## config.mk

```make
export PLATFORM = sky130hd
export DESIGN_NAME = bsas_ram
export DESIGN_NICKNAME = d
export VERILOG_FILES = /design/src/hdl/bsas_pkg.sv /design/src/hdl/bsas_ram.sv
export SDC_FILE = /design/constraint.sdc
export NUM_CORES = 2
export LEC_CHECK = 0
export BUFFER_PORTS_ARGS = -buffer_cell sky130_fd_sc_hd__buf_4
export CAP_MARGIN = 5
export CORE_MARGIN = 2
export CORE_UTILIZATION = 57
export DETAILED_ROUTE_END_ITERATION = 10
export GPL_TIMING_DRIVEN = 1
export PLACE_DENSITY = 0.7
export SYNTH_ARGS = -nofsm -noshare
export SYNTH_HDL_FRONTEND = slang
export SYNTH_SLANG_ARGS = --single-unit
```

## constraint.sdc

```tcl
create_clock -name clk -period 6.65 [get_ports clk]
set_input_delay 0.665 -clock clk [delete_from_list [all_inputs] [get_ports clk]]
set_output_delay 0.665 -clock clk [all_outputs]
set_load 0.02 [all_outputs]
```

## src/hdl/bsas_pkg.sv

```systemverilog
package bsas_pkg;

  localparam int DEF_MAX_BLOCKS = 64;
  localparam int DEF_MASK_BITS  = 64;
  localparam int DEF_INDEX_BITS = 20;

  localparam logic [1:0] ACT_GET = 2'd0;
  localparam logic [1:0] ACT_SET = 2'd1;
  localparam logic [1:0] ACT_DEL = 2'd2;

  localparam logic [1:0] ST_DONE   = 2'd0;
  localparam logic [1:0] ST_ABSENT = 2'd1;
  localparam logic [1:0] ST_FULL   = 2'd2;

  typedef enum logic [4:0] {
    S_IDLE,
    S_SR_RD,
    S_SR_CHK,
    S_DISPATCH,
    S_GET_RD,
    S_GET_WT,
    S_ALLOC,
    S_ALLOC_WT,
    S_TUP_CHK,
    S_TUP_WR,
    S_SET,
    S_VUP_CHK,
    S_VUP_WR,
    S_DEL,
    S_TDN_CHK,
    S_TDN_WR,
    S_VDN_CHK,
    S_VDN_WR,
    S_FIN
  } state_t;

endpackage

```

## src/hdl/bsas_ram.sv

```systemverilog
module bsas_ram
  import bsas_pkg::*;
#(
  parameter int W = 32,
  parameter int D = 64,
  localparam int AW = (D > 1) ? $clog2(D) : 1
) (
  input  logic          clk,
  input  logic          we,
  input  logic [AW-1:0] waddr,
  input  logic [W-1:0]  wdata,
  input  logic [AW-1:0] raddr,
  output logic [W-1:0]  rdata
);

  logic [W-1:0] mem [D];

  always_ff @(posedge clk) begin
    if (we) begin
      mem[waddr] <= wdata;
    end
    rdata <= mem[raddr];
  end

endmodule

```

# ---- Word level (Yosys, flattened, before mapping)
# Memory sizes are Yosys's and may differ from the RTL's. A register that Yosys moved wholly into a read port is not among the register bits.
# Index checks and enable logic that the tools add are counted.
dict set report classes {
  mux 2
}
# operator n
set op_table {}
lappend op_table {{two-way mux 1 bit} 2}
dict set report word_totals {
  reg_bits 0
  ramBits 2048
  out_inout_bits 32
  word_cells 3
  mem_count 1
}
# memory depth word_bits rd rd_clocked_by_memory_dff wr line_no
set mem_list {}
lappend mem_list {mem 64 32 1 1 1 bsas_ram.sv:16} ;# logic [W-1:0] mem [D];

# ---- Logic depth before layout (Yosys ltp)
dict set report logic_depth {
  depth_word 2
  depth_mapped 10
}

# ---- Least setup slack after synthesis
# No wires, ideal clock.
dict set report synth_path {
  path_kind {input-to-reg}
  startpoint {input waddr[3]}
  endpoint {memory mem[48][0], enable pin}
  setup_time_ns 0.461
  t_arrival_ns 3.364
  path_slack_ns 2.825
  cell_stages 4
  path_buffers 1
  cell_sequence {clkbuf_1 -> nor2b_1 -> nand4b_1 -> nor3_1}
}
# element line_no
set synth_lines {}
lappend synth_lines {{from (decl)} bsas_ram.sv:10} ;# input logic [AW-1:0] waddr,
lappend synth_lines {{to (decl)} bsas_ram.sv:16}
# Straight into the memory's write port.

==> impl_metrics.prom <==
# TYPE chip_impl_metric gauge
chip_impl_info{name="outcome",value="finished clean"} 1
chip_impl_metric{name="synth.lib_cells_used.distinct",unit=""} 34
chip_impl_info{name="rsz_0062_raised_after_global_routing",value="no"} 1
chip_impl_metric{name="port_buffers",unit=""} 77
chip_impl_metric{name="switchingPower",unit="uW"} 5458
chip_impl_info{name="r2r-end",value="rdata[17]"} 1
chip_impl_metric{name="cp_data_required_time",unit="ns"} 7.30
chip_impl_metric{name="grt_pass1_wl",unit="mm"} 278.4
chip_impl_metric{name="maxSlewViolCount",unit=""} 0
chip_impl_info{name="crit_path_end_kind",value="flip-flop"} 1
chip_impl_metric{name="htreeDepth",unit=""} 4
chip_impl_metric{name="clkSinkCount",unit=""} 2080
chip_impl_metric{name="post_synth_xor_area_fraction",unit="%"} 0
chip_impl_metric{name="ios",unit=""} 78
chip_impl_metric{name="cts_resized",unit=""} 0
chip_impl_metric{name="crit_path_max_fanout",unit=""} 75
chip_impl_metric{name="clock_insertion_delay_at_the_later_pin_of_the_skew_report",unit="ns"} 0.81
chip_impl_metric{name="power.density_cell_area",unit="mW/mm^2"} 303.0
chip_impl_metric{name="start_util",unit="%"} 57.25
chip_impl_metric{name="fmaxAchievable",unit="MHz"} 312.2
chip_impl_metric{name="routed_via_density",unit=""} 6.926
chip_impl_info{name="clock_tree_from_tritoncts",value="built"} 1
chip_impl_metric{name="die_w",unit="um"} 375.1
chip_impl_metric{name="track_usage",unit="%"} 28.63
chip_impl_metric{name="dieArea",unit="sq mm"} 0.1407
chip_impl_metric{name="grt_antenna_before_repair",unit=""} 10
chip_impl_metric{name="gp_congestion",unit=""} 0.8004
chip_impl_metric{name="finish.net_count",unit=""} 3560
chip_impl_metric{name="timing.setup.tns",unit="ns"} 0
chip_impl_metric{name="fillers",unit=""} 8699
chip_impl_info{name="rr_startpoint",value="mem[5][17]"} 1
chip_impl_info{name="worst_hold_path_type",value="in -> reg"} 1
chip_impl_metric{name="cap_violations",unit=""} 0
chip_impl_metric{name="period_needed",unit="ns"} 3.203
chip_impl_metric{name="syn2layout_area_growth",unit="%"} 12.11
chip_impl_metric{name="sequentialPowerShare",unit="%"} 54.7
chip_impl_metric{name="post-dp-hpwl",unit="mm"} 100.7
chip_impl_info{name="cts-root-buf",value="clkbuf_16"} 1
chip_impl_metric{name="total_setup_violations_reported_at_the_end_of_the_flow",unit=""} 0
chip_impl_metric{name="dr.pass1.iters",unit=""} 5
chip_impl_metric{name="route.detailed.wl_per_inst",unit="um"} 36.37
chip_impl_metric{name="synth_sequential_area_ratio",unit="%"} 79.14
chip_impl_metric{name="worst_slew_margin_rel",unit="%"} 22.78
chip_impl_metric{name="vdd.ir_drop.worst",unit="V"} 0.0002366
chip_impl_metric{name="synth-edff-count",unit=""} 2048
chip_impl_metric{name="first_global_vias",unit=""} 37570
chip_impl_metric{name="switching_share",unit="%"} 20.47
chip_impl_metric{name="ctsHoldBuffers",unit=""} 0
chip_impl_metric{name="r2r_slack",unit="ns"} 4.37
chip_impl_metric{name="preCtsSetupSlack",unit="ns"} 2.599
chip_impl_metric{name="core",unit="sq mm"} 0.1372
chip_impl_metric{name="syn_area",unit="sq mm"} 0.07852
chip_impl_metric{name="global_route.usage.met2",unit="%"} 42.93
chip_impl_metric{name="synthArstFlopShare",unit="%"} 0
chip_impl_metric{name="ctsLongestPathBuffers",unit=""} 3
chip_impl_metric{name="routed_wirelength",unit="mm"} 198.9
chip_impl_metric{name="drt_iter0_drc",unit=""} 5720
chip_impl_info{name="grt-busiest-layer",value="met2"} 1
chip_impl_info{name="combinational_family_with_the_most_area_after_synthesis",value="multiplexers"} 1
chip_impl_metric{name="synth_fa_ha_area_share",unit="%"} 0
chip_impl_metric{name="placement_rows",unit=""} 136
chip_impl_metric{name="power.internal",unit="uW"} 21210
chip_impl_metric{name="crit_share_post_route",unit="%"} 48.17
chip_impl_metric{name="combPwrFrac",unit="%"} 4.8
chip_impl_metric{name="global_route.usage.met3",unit="%"} 7.287
chip_impl_metric{name="met1_track_usage_gr",unit="%"} 41.96
chip_impl_metric{name="tritoncts.num_buffers",unit=""} 194
chip_impl_metric{name="tightestPinTransition",unit="ns"} 1.156
chip_impl_metric{name="route.vias.total",unit=""} 37880
chip_impl_info{name="timing.hold.worst_endpoint",value="mem[0][11]"} 1
chip_impl_metric{name="postLayoutCellArea",unit="sq mm"} 0.08802
chip_impl_metric{name="synthCells",unit=""} 3324
chip_impl_metric{name="avgSynthCellArea",unit="sq um"} 23.62
chip_impl_metric{name="post_route_cells_drive_above_1_share",unit="%"} 28.93
chip_impl_metric{name="clk_transition_reported_paths",unit="ns"} 0.06
chip_impl_info{name="crit_path_start",value="raddr[0]"} 1
chip_impl_metric{name="final.setup.worst_slack",unit="ns"} 3.447
chip_impl_metric{name="hold_violations",unit=""} 0
chip_impl_metric{name="final_cells",unit=""} 5469
chip_impl_metric{name="post_route_antenna_net_violation_count",unit=""} 0
chip_impl_metric{name="leakage_power_summed_over_all_cells",unit="uW"} 0.02734
chip_impl_metric{name="syn_nets",unit=""} 3370
chip_impl_metric{name="post_synth_and_or_nand_nor_area_fraction",unit="%"} 1.265
chip_impl_metric{name="grt_max_degree",unit=""} 116
chip_impl_metric{name="final.hold.worst_slack",unit="ns"} 0.3731
chip_impl_info{name="yosys_most_used_dff",value="edfxtp_1"} 1
chip_impl_metric{name="synthMuxAreaShare",unit="%"} 16.79
chip_impl_metric{name="grt_overflow",unit=""} 0
chip_impl_metric{name="worst_ep_arrival_time",unit="ns"} 3.85
chip_impl_metric{name="detail_route.drc_violations",unit=""} 0
chip_impl_metric{name="postCtsSetupBuffers",unit=""} 0
chip_impl_info{name="hold_path_startpoint",value="wdata[11]"} 1
chip_impl_info{name="path_class",value="in -> reg"} 1
chip_impl_metric{name="synth-compound-area-share",unit="%"} 1.673
chip_impl_metric{name="worst_hold_path.num_cells",unit=""} 1
chip_impl_metric{name="dp_cells",unit=""} 5112
chip_impl_metric{name="die_y",unit="um"} 375.1
chip_impl_metric{name="r2r.worst_path.cells",unit=""} 5
chip_impl_metric{name="clock_skew",unit="ns"} 0.02312
chip_impl_info{name="startpoint_types",value="primary input"} 1
chip_impl_metric{name="synth.yosys.warnings",unit=""} 0
chip_impl_metric{name="clock_power_share",unit="%"} 40.5
chip_impl_metric{name="ys_seq_elements",unit=""} 2080
chip_impl_metric{name="dpl-instance-area",unit="sq mm"} 0.08183
[worst max-delay path by stage]
stage                             to  slack [ns]  cells past startpoint
after global placement     rdata[28]        2.61                      8
after global routing       rdata[20]        3.32                      7
after floorplan           mem[48][0]        2.83                      4
after CTS                  rdata[17]        3.47                      7
final                      rdata[20]        3.45                      7
after detailed placement   rdata[17]        2.60                      7
[synthesized netlist by cell type, drive strengths merged, types with 5 or more instances]
cell type / count / area (sq um)
edfxtp: 2048 / 61500
mux4: 544 / 12250
nor2: 137 / 514.2
buf: 108 / 608.1
mux2i: 93 / 930.9
o22ai: 84 / 525.5
clkbuf: 74 / 277.8
a21oi: 62 / 310.3
dfxtp: 32 / 640.6
o221ai: 27 / 236.5
nand2: 26 / 97.59
nor2b: 15 / 93.84
a22oi: 12 / 90.09
a311oi: 8 / 70.07
nand2b: 8 / 50.05
nor3: 7 / 35.03
nand3: 5 / 25.02
nand3b: 5 / 37.54
or3b: 5 / 43.80
[cell type report]
class / count / area, sq um / share of cell area, %
clock buffers: 272 / 5466 / 6.210
diodes: 4 / 10.01 / 0.01137
repair buffers: 176 / 1469 / 1.669
clock inverters: 81 / 719.4 / 0.8173
multi-input cells: 1062 / 15980 / 18.15
well taps: 1794 / 2245 / 2.550
flip-flops and latches: 2080 / 62140 / 70.59
[state kept, by name (all words and copies together), names as in the netlist]
register	count
mem	2048
rdata	32
[power by group through the flow]
stage                     Clock (uW)  Sequential [uW]  Combinational, uW
after floorplan                    0            14900                706
after global placement             0            14900               1250
after detailed placement           0            14900               1290
after CTS                      10900            14600               1290
after global routing           11400            14600               1360
final                          10800            14600               1290
[worst max-delay path: stages]
cell      delay [ns]
buf_8           0.61
buf_12          0.50
mux4_2          0.60
mux2i_1         0.16
nor2_1          0.07
a311oi_1        0.75
nor3_1          0.16
[per-stage QoR]
stage	total power, uW	utilization (%)
6_report	26670	64.18
5_1_grt	27340	64.17
4_1_cts	26810	64.17
3_5_place_dp	16150	59.66
3_3_place_gp	16110	59.66
2_1_floorplan	15560	-
[cells in the final DEF (no fill, tap or decap), types with 54 or more instances in the layout]
cell          n
mux2i_1      93
o22ai_1      84
nor2_4       62
mux4_2      544
buf_4       163
nor2_1       74
clkbuf_16   201
clkbuf_1     54
a21oi_1      62
edfxtp_1   2048
[metal layers]
| layer | share of wire [%] | routed length, um |
|---|---|---|
| met2 | 46 | 92090 |
| met4 | 3.3 | 6585 |
| met1 | 38 | 74700 |
| met3 | 13 | 25500 |
| met5 | 0.024 | 47 |
[cell families (layout without fill, tap and decap cells)]
kind of cell	count (synthesis)	count (layout)
flip-flops	2080	2080
multiplexers	637	637
AND/OR/NAND/NOR	223	223
AO/OA/AOI/OAI	202	202
buffers and inverters	182	529
other	0	4
(Power assumes the default switching activity.)
