$ cat config.mk
export PLATFORM = sky130hd
export DESIGN_NAME = bsas_popcnt
export DESIGN_NICKNAME = d
export VERILOG_FILES = /design/src/hdl/bsas_pkg.sv /design/src/hdl/bsas_popcnt.sv
export SDC_FILE = /design/constraint.sdc
export NUM_CORES = 1
export LEC_CHECK = 0
export BUFFER_PORTS_ARGS = -buffer_cell sky130_fd_sc_hd__buf_4
export CAP_MARGIN = 10
export CORE_UTILIZATION = 45
export DETAILED_ROUTE_END_ITERATION = 10
export GPL_ROUTABILITY_DRIVEN = 0
export PLACE_DENSITY = 0.82
export SLEW_MARGIN = 20
export SYNTH_ARGS = -nofsm -noshare
export SYNTH_HDL_FRONTEND = slang
export SYNTH_SLANG_ARGS = --single-unit
$ cat constraint.sdc
create_clock -name vclk -period 9.9
set_clock_uncertainty 0.05 [all_clocks]
set_input_delay 1.98 -clock vclk [all_inputs]
set_output_delay 1.98 -clock vclk [all_outputs]
set_load 0.005 [all_outputs]
$ cat src/hdl/bsas_pkg.sv
package bsas_pkg;

  localparam int DEF_MAX_BLOCKS = 64;
  localparam int DEF_MASK_BITS  = 64;
  localparam int DEF_INDEX_BITS = 20;

  localparam logic [1:0] ACT_GET = 2'd0;
  localparam logic [1:0] ACT_SET = 2'd1;
  localparam logic [1:0] ACT_DEL = 2'd2;

  localparam logic [1:0] ST_DONE   = 2'd0;
  localparam logic [1:0] ST_ABSENT = 2'd1;
  localparam logic [1:0] ST_FULL   = 2'd2;

  typedef enum logic [4:0] {
    S_IDLE,
    S_SR_RD,
    S_SR_CHK,
    S_DISPATCH,
    S_GET_RD,
    S_GET_WT,
    S_ALLOC,
    S_ALLOC_WT,
    S_TUP_CHK,
    S_TUP_WR,
    S_SET,
    S_VUP_CHK,
    S_VUP_WR,
    S_DEL,
    S_TDN_CHK,
    S_TDN_WR,
    S_VDN_CHK,
    S_VDN_WR,
    S_FIN
  } state_t;

endpackage

$ cat src/hdl/bsas_popcnt.sv
module bsas_popcnt
  import bsas_pkg::*;
#(
  parameter int MASK_BITS = DEF_MASK_BITS,
  localparam int PC_W = $clog2(MASK_BITS + 1)
) (
  input  logic [MASK_BITS-1:0] bits,
  output logic [PC_W-1:0]      count
);

  localparam int NG = (MASK_BITS + 7) / 8;

  logic [3:0] part [NG];

  // groups of eight, then a sum over the groups
  always_comb begin
    for (int g = 0; g < NG; g++) begin
      part[g] = 4'd0;
      for (int b = 0; b < 8; b++) begin
        if (g * 8 + b < MASK_BITS) begin
          part[g] = part[g] + 4'(bits[g * 8 + b]);
        end
      end
    end
  end

  always_comb begin
    count = '0;
    for (int g = 0; g < NG; g++) begin
      count = count + PC_W'(part[g]);
    end
  end

endmodule
* Word-level counts from Yosys, hierarchy flattened
Index checks and enable logic that the tools add are counted.
** Storage, ports and cells
- Register bits :: 0
- Bits in latches :: 0
- Bits in writable memories :: 0
- ROM bits :: 0
- Output and inout bits :: 7
- Memories :: 0
** Cells by class
- $add $sub $neg :: 63
- Multiply operators :: 0
- Div/mod/pow operators :: 0
- Magnitude comparators :: 0
- Equality and inequality tests :: 0
- Shifts and indexed selects :: 0
- Muxes and demuxes :: 0
- Bitwise operators :: 0
- Reductions and logical operators :: 0
** Operator list (count)
- adder 4 x 1 -> 4 bit :: 32
- adder 3 x 1 -> 4 bit :: 8
- adder 7 x 4 -> 7 bit :: 4
- adder 2 x 1 -> 3 bit :: 8
- adder 1 x 1 -> 2 bit :: 8
- adder 6 x 4 -> 7 bit :: 1
- adder 5 x 4 -> 6 bit :: 1
- adder 4 x 4 -> 5 bit :: 1

* Longest topological paths before layout
Gate-level depths: netlist of run 1.
- Word-level depth :: 14
- Mapped depth :: 20

* Worst setup path before layout of run 1
Ideal clock, no wire load.
- Kind :: input port to output port
- Start :: in bits[53]
- End :: out count[6]
- Arrival :: 7182 ps
- Setup slack :: 688 ps
- Cell stages on the path :: 19
- Buffers on the path :: 0
- Path through :: fa_1 > inv_1 > fa_1 > inv_1 > fa_1 > inv_1 > fa_1 > inv_1 > fa_1 > inv_1 > fa_1 > fa_1 > fa_1 > inv_1 > ha_1 > fa_1 > a211o_2 > a21oi_1 > o21bai_1
** On the way
- Cells in the longest elaborated chain, start to end :: 5
** Ends and longest elaborated chain
- start, declared :: RTL line bsas_popcnt.sv:7 : input logic [MASK_BITS-1:0] bits,
- adder 4 x 1 -> 4 bit (3 in a row) :: RTL line bsas_popcnt.sv:21 : part[g] = part[g] + 4'(bits[g * 8 + b]);
- adder 7 x 4 -> 7 bit (2 in a row) :: RTL line bsas_popcnt.sv:30 : count = count + PC_W'(part[g]);
- end, declared :: RTL line bsas_popcnt.sv:8 : output logic [PC_W-1:0] count
Every way passes these cells.

* Final worst setup path of run 1
Ends and elaborated chain as after synthesis.

==> flow_summary.toml, run 1 <==
[critical_path]
cp-end-kind = "primary output"
cp_max_fo = 3
cp.required_ps = 7870
max_stage_delay_ps = 530
path_cells = "buf_4 > fa_1 > inv_1 > fa_1 > inv_1 > fa_1 > inv_1 > fa_1 > inv_1 > fa_1 > inv_1 > fa_1 > fa_1 > fa_1 > inv_1 > ha_1 > fa_1 > a211o_2 > a21oi_1 > o21bai_1 > buf_4"
start_kind = "input pin"
path_class = "in2out"
path_buf_inv = 8
cp_top_family = "adder cells"
crit_top_cell = "fa_1"
critPathArrivalTime_ps = 7620
cp_num_cells = 21
crit_path_top_delay_cell = "fa_1"

[floorplan]
dieArea_um2 = 4095
core_um2 = 3661
core.rowCount = 22
die_w_um = 63.99
die_h_um = 63.99
io_pins = 71
initial_core_util_pct = 47.23

[place]
dp_slack_ps = 222.3
port-buffer-count = 71
dp.cells = 291
place_area_um2 = 2322
dp_hpwl_um = 3008

[min_path]
min_path_type = "in2out"
worstHoldEndpoint = "count[0]"
hold_path_depth = 3
hold_start = "bits[2]"

[layout]
clkbuf_count = 0
layout.area.seq_um2 = 0
drive_above_1_share_pct = 30.45
seq_cells = 0
stdcell_count = 291
nets = 378
area_delta_synth_final_pct = 34.30
final_cell_area_um2 = 2322
n_antenna_cell = 0

[timing]
fin_ws_ps = 250.7
min_period_over_period_pct = 97.47
slew_headroom_pct = 77.26
setup_viol = 0
hold_violations = 0
fin_crit_ps = 9649
rsz0062_at_grt = "no"
tns_ps = 0
report.final.slew_viol_count = 0
worst_pin_slew_ps = 340.3
timing.fmax_mhz = 103.6

[cts]
postCtsSetupRepairBufs = 0
hold_buffers = 0
cts_resized = 0

[detailed_routing]
avgViaCountPerCell = 4.347
vias = 1265
dr.pass1.iters = 4
routed-wl-met3_um = 223
wire_per_inst_um = 10.26
drtIter0Drc = 12
routedLengthMet1_um = 1032
wl_um = 2985
antenna_left = 0
highest_layer = "met3"
wl_met2_um = 1730
drc_errors = 0

[grt]
grt-ovfl-total = 0
grtUsageTotal_pct = 16.06
antenna_found_initial = 0
grt_max_degree = 6
grt_pass1_wl_um = 5237
grt_pass1_vias = 1375

[synth]
synth_cell_types = 19
syn_avg_cell_area_um2 = 10.05
synth_warnings = 0
syn_area_um2 = 1729
ys_seq_area_share_pct = 0
synthCells = 172
syn_nets = 305

[outcome]
status = "finished, final reports clean"

[job]
maxCapViolCount = 0
## cell families (layout without fill, tap and decap cells)
kind of cell / count (synthesis) / after routing / synth area share [%]
and+or+nand+nor: 3 / 3 / 1.158
xor gates and xnor gates: 2 / 2 / 1.013
AOI/OAI and AO/OA: 14 / 14 / 6.223
buffers and inverters: 84 / 155 / 18.23
adders and majority gates: 69 / 69 / 73.37
## tightest hold or removal path, stage by stage
cell and delay (ps):
buf_4 80, ha_1 120, buf_4 100
## routing by layer
metal / track usage, % / up-vias
met4: 0.5682 / 0
met3: 2.500 / 0
met1: 17.58 / 603
met5: 0 / -
met2: 33.24 / 50
li1: - / 612
## stage by stage
step / util, % / hold slack (ps)
after CTS: 63.43 / 4204
after floorplan: - / 4029
after detailed placement: 63.43 / 4202
final: 63.43 / 4200
after global routing: 63.43 / 4211
after global placement: 63.43 / 4199
## how the worst max path moves through the flow
stage               startpoint  endpoint  slack, ps
global placement      bits[53]  count[6]        280
floorplan             bits[53]  count[6]        690
detailed placement    bits[53]  count[6]        220
finish                bits[53]  count[6]        250
CTS                   bits[53]  count[6]        220
global route          bits[17]  count[5]          7
## cell usage after synthesis
cell type | n | share of area [%]
inv_1 | 84 | 18
a211o_2 | 1 | 0.58
o21ai_2 | 1 | 0.51
a21oi_1 | 3 | 0.87
a21o_1 | 1 | 0.43
nor2_1 | 1 | 0.22
a2111oi_1 | 1 | 0.58
o21a_1 | 1 | 0.43
xnor2_1 | 1 | 0.51
xor2_1 | 1 | 0.51
o21bai_1 | 1 | 0.43
o31ai_1 | 1 | 0.43
o211a_1 | 1 | 0.58
a211oi_1 | 2 | 0.87
ha_1 | 15 | 11
nor4b_1 | 1 | 0.51
a21o_2 | 1 | 0.51
nand3b_1 | 1 | 0.43
fa_1 | 54 | 63
## layout make-up
class,instances,area [um2]
Timing Repair Buffer,71,533.0
Fill cell,332,1339
Inverter,84,315.3
Tap cell,48,60.06
Multi-Input combinational cell,88,1414
## cells in the final DEF, fill, tap and decap left out, drive strengths merged
cell / synthesis / final
o21a: 1 / 1
a211oi: 2 / 2
o21bai: 1 / 1
nand3b: 1 / 1
ha: 15 / 15
o21ai: 1 / 1
inv: 84 / 84
a21oi: 3 / 3
fa: 54 / 54
o31ai: 1 / 1
nor2: 1 / 1
nor4b: 1 / 1
buf: 0 / 71
xor2: 1 / 1
xnor2: 1 / 1
a211o: 1 / 1
a21o: 2 / 2
o211a: 1 / 1
a2111oi: 1 / 1
Power of run 1 is left out: the tool's default activity adds up to more than one toggle a clock period on the data nets, which glitch-free logic cannot reach.
==> run 2, diff against run 1 <==
CAP_MARGIN = unset   (was 10)
PLACE_DENSITY = 0.75   (was 0.82)
==> run 2 against run 1 <==
Against the previous run: cell count unchanged; core utilization unchanged; count of clock-buffer cells in the layout unchanged; maximum frequency down 0.10%; non-clock buffer count unchanged; sequential share of layout area unchanged; worst setup slack worse by 9.9 ps; critical path depth unchanged; wire length down 11%; critical path type unchanged; highest routed layer unchanged.
==> flow_summary.toml, run 2 (synthesis gave the netlist of run 1 again) <==
[outcome]
status = "finished, final reports clean"

[place]
port-buffer-count = 71
dp_slack_ps = 226.1
dp.cells = 291
dp_hpwl_um = 2709

[layout]
n_antenna_cell = 0
layout.area.seq_um2 = 0
nets = 378
stdcell_count = 291
seq_cells = 0
layout_commonest_cell = "inv_1"
clkbuf_count = 0
final_cell_mix = "inv_1, buf_4, fa_1"
area_delta_synth_final_pct = 34.30
fillers = 328
multiInputGateArea_um2 = 1414
drive_above_1_share_pct = 30.45

[timing]
rsz0062_at_grt = "no"
setup_viol = 0
fin_ws_ps = 240.8
hold_violations = 0
report.final.slew_viol_count = 0
worst_pin_slew_ps = 332.4
tns_ps = 0
min_period_over_period_pct = 97.57
fin_crit_ps = 9659
timing.fmax_mhz = 103.5
slew_headroom_pct = 77.71

[grt]
grt-ovfl-total = 0
grt_max_degree = 6
grt_pass1_vias = 1249
grt_pass1_wl_um = 4816
grtUsageTotal_pct = 14.51
antenna_found_initial = 0

[critical_path]
path_buf_inv = 8
cp-end-kind = "primary output"
crit_path_top_delay_cell = "fa_1"
cp.required_ps = 7870
cp_num_cells = 21
start_kind = "input pin"
cp_top_family = "adder cells"
crit_top_cell = "fa_1"
path_cells = "buf_4 > fa_1 > inv_1 > fa_1 > inv_1 > fa_1 > inv_1 > fa_1 > inv_1 > fa_1 > inv_1 > fa_1 > fa_1 > fa_1 > inv_1 > ha_1 > fa_1 > a211o_2 > a21oi_1 > o21bai_1 > buf_4"
cp_max_fo = 3
path_class = "in2out"
critPathArrivalTime_ps = 7630
max_stage_delay_ps = 530

[min_path]
hold_path_depth = 3
hold_start = "bits[2]"
worstHoldEndpoint = "count[0]"
min_path_type = "in2out"

[floorplan]
io_pins = 71
die_w_um = 63.99
initial_core_util_pct = 47.23
core.rowCount = 22
core_um2 = 3661
die_h_um = 63.99
dieArea_um2 = 4095

[detailed_routing]
routedLengthMet1_um = 995
wire_per_inst_um = 9.144
highest_layer = "met3"
wl_met2_um = 1451
routed-wl-met3_um = 214
drc_errors = 0
antenna_left = 0
drtIter0Drc = 12
avgViaCountPerCell = 4.302
dr.pass1.iters = 4
vias = 1252
wl_um = 2661

[cts]
cts_resized = 0
postCtsSetupRepairBufs = 0
hold_buffers = 0

[job]
maxCapViolCount = 0
-- run 2: how the worst max path moves through the flow --
stage	startpoint	to	slack, ps
5_1_grt	bits[53]	count[6]	50
2_1_floorplan	bits[53]	count[6]	690
4_1_cts	bits[53]	count[6]	220
3_5_place_dp	bits[53]	count[6]	230
3_3_place_gp	bits[53]	count[6]	270
6_report	bits[53]	count[6]	240
-- run 2: cell type report --
type | count | share of cell area [%]
tap | 48 | 2.586
timing repair buffer | 71 | 22.95
multi-input combinational | 88 | 60.88
inverter | 84 | 13.58
-- run 2: stage by stage --
step                      hold slack [ps]  instance area (um2)  utilization (%)
after floorplan                      4029                 1729                -
after global placement               4199                 2322            63.43
after detailed placement             4207                 2322            63.43
after CTS                            4207                 2322            63.43
after global routing                 4213                 2322            63.43
final                                4204                 2322            63.43
-- run 2: layer usage --
layer	vias to the layer above	track usage [%]
li1	611	-
met1	594	18.31
met2	47	27.79
met3	0	1.964
met4	0	0
met5	-	0
-- run 2: tightest hold or removal path: cells and delay by family --
kind | cells | cell delay [ps]
buf+inv | 2 | 180
fa+ha+maj | 1 | 120
Power of run 2 is left out for the same reason.
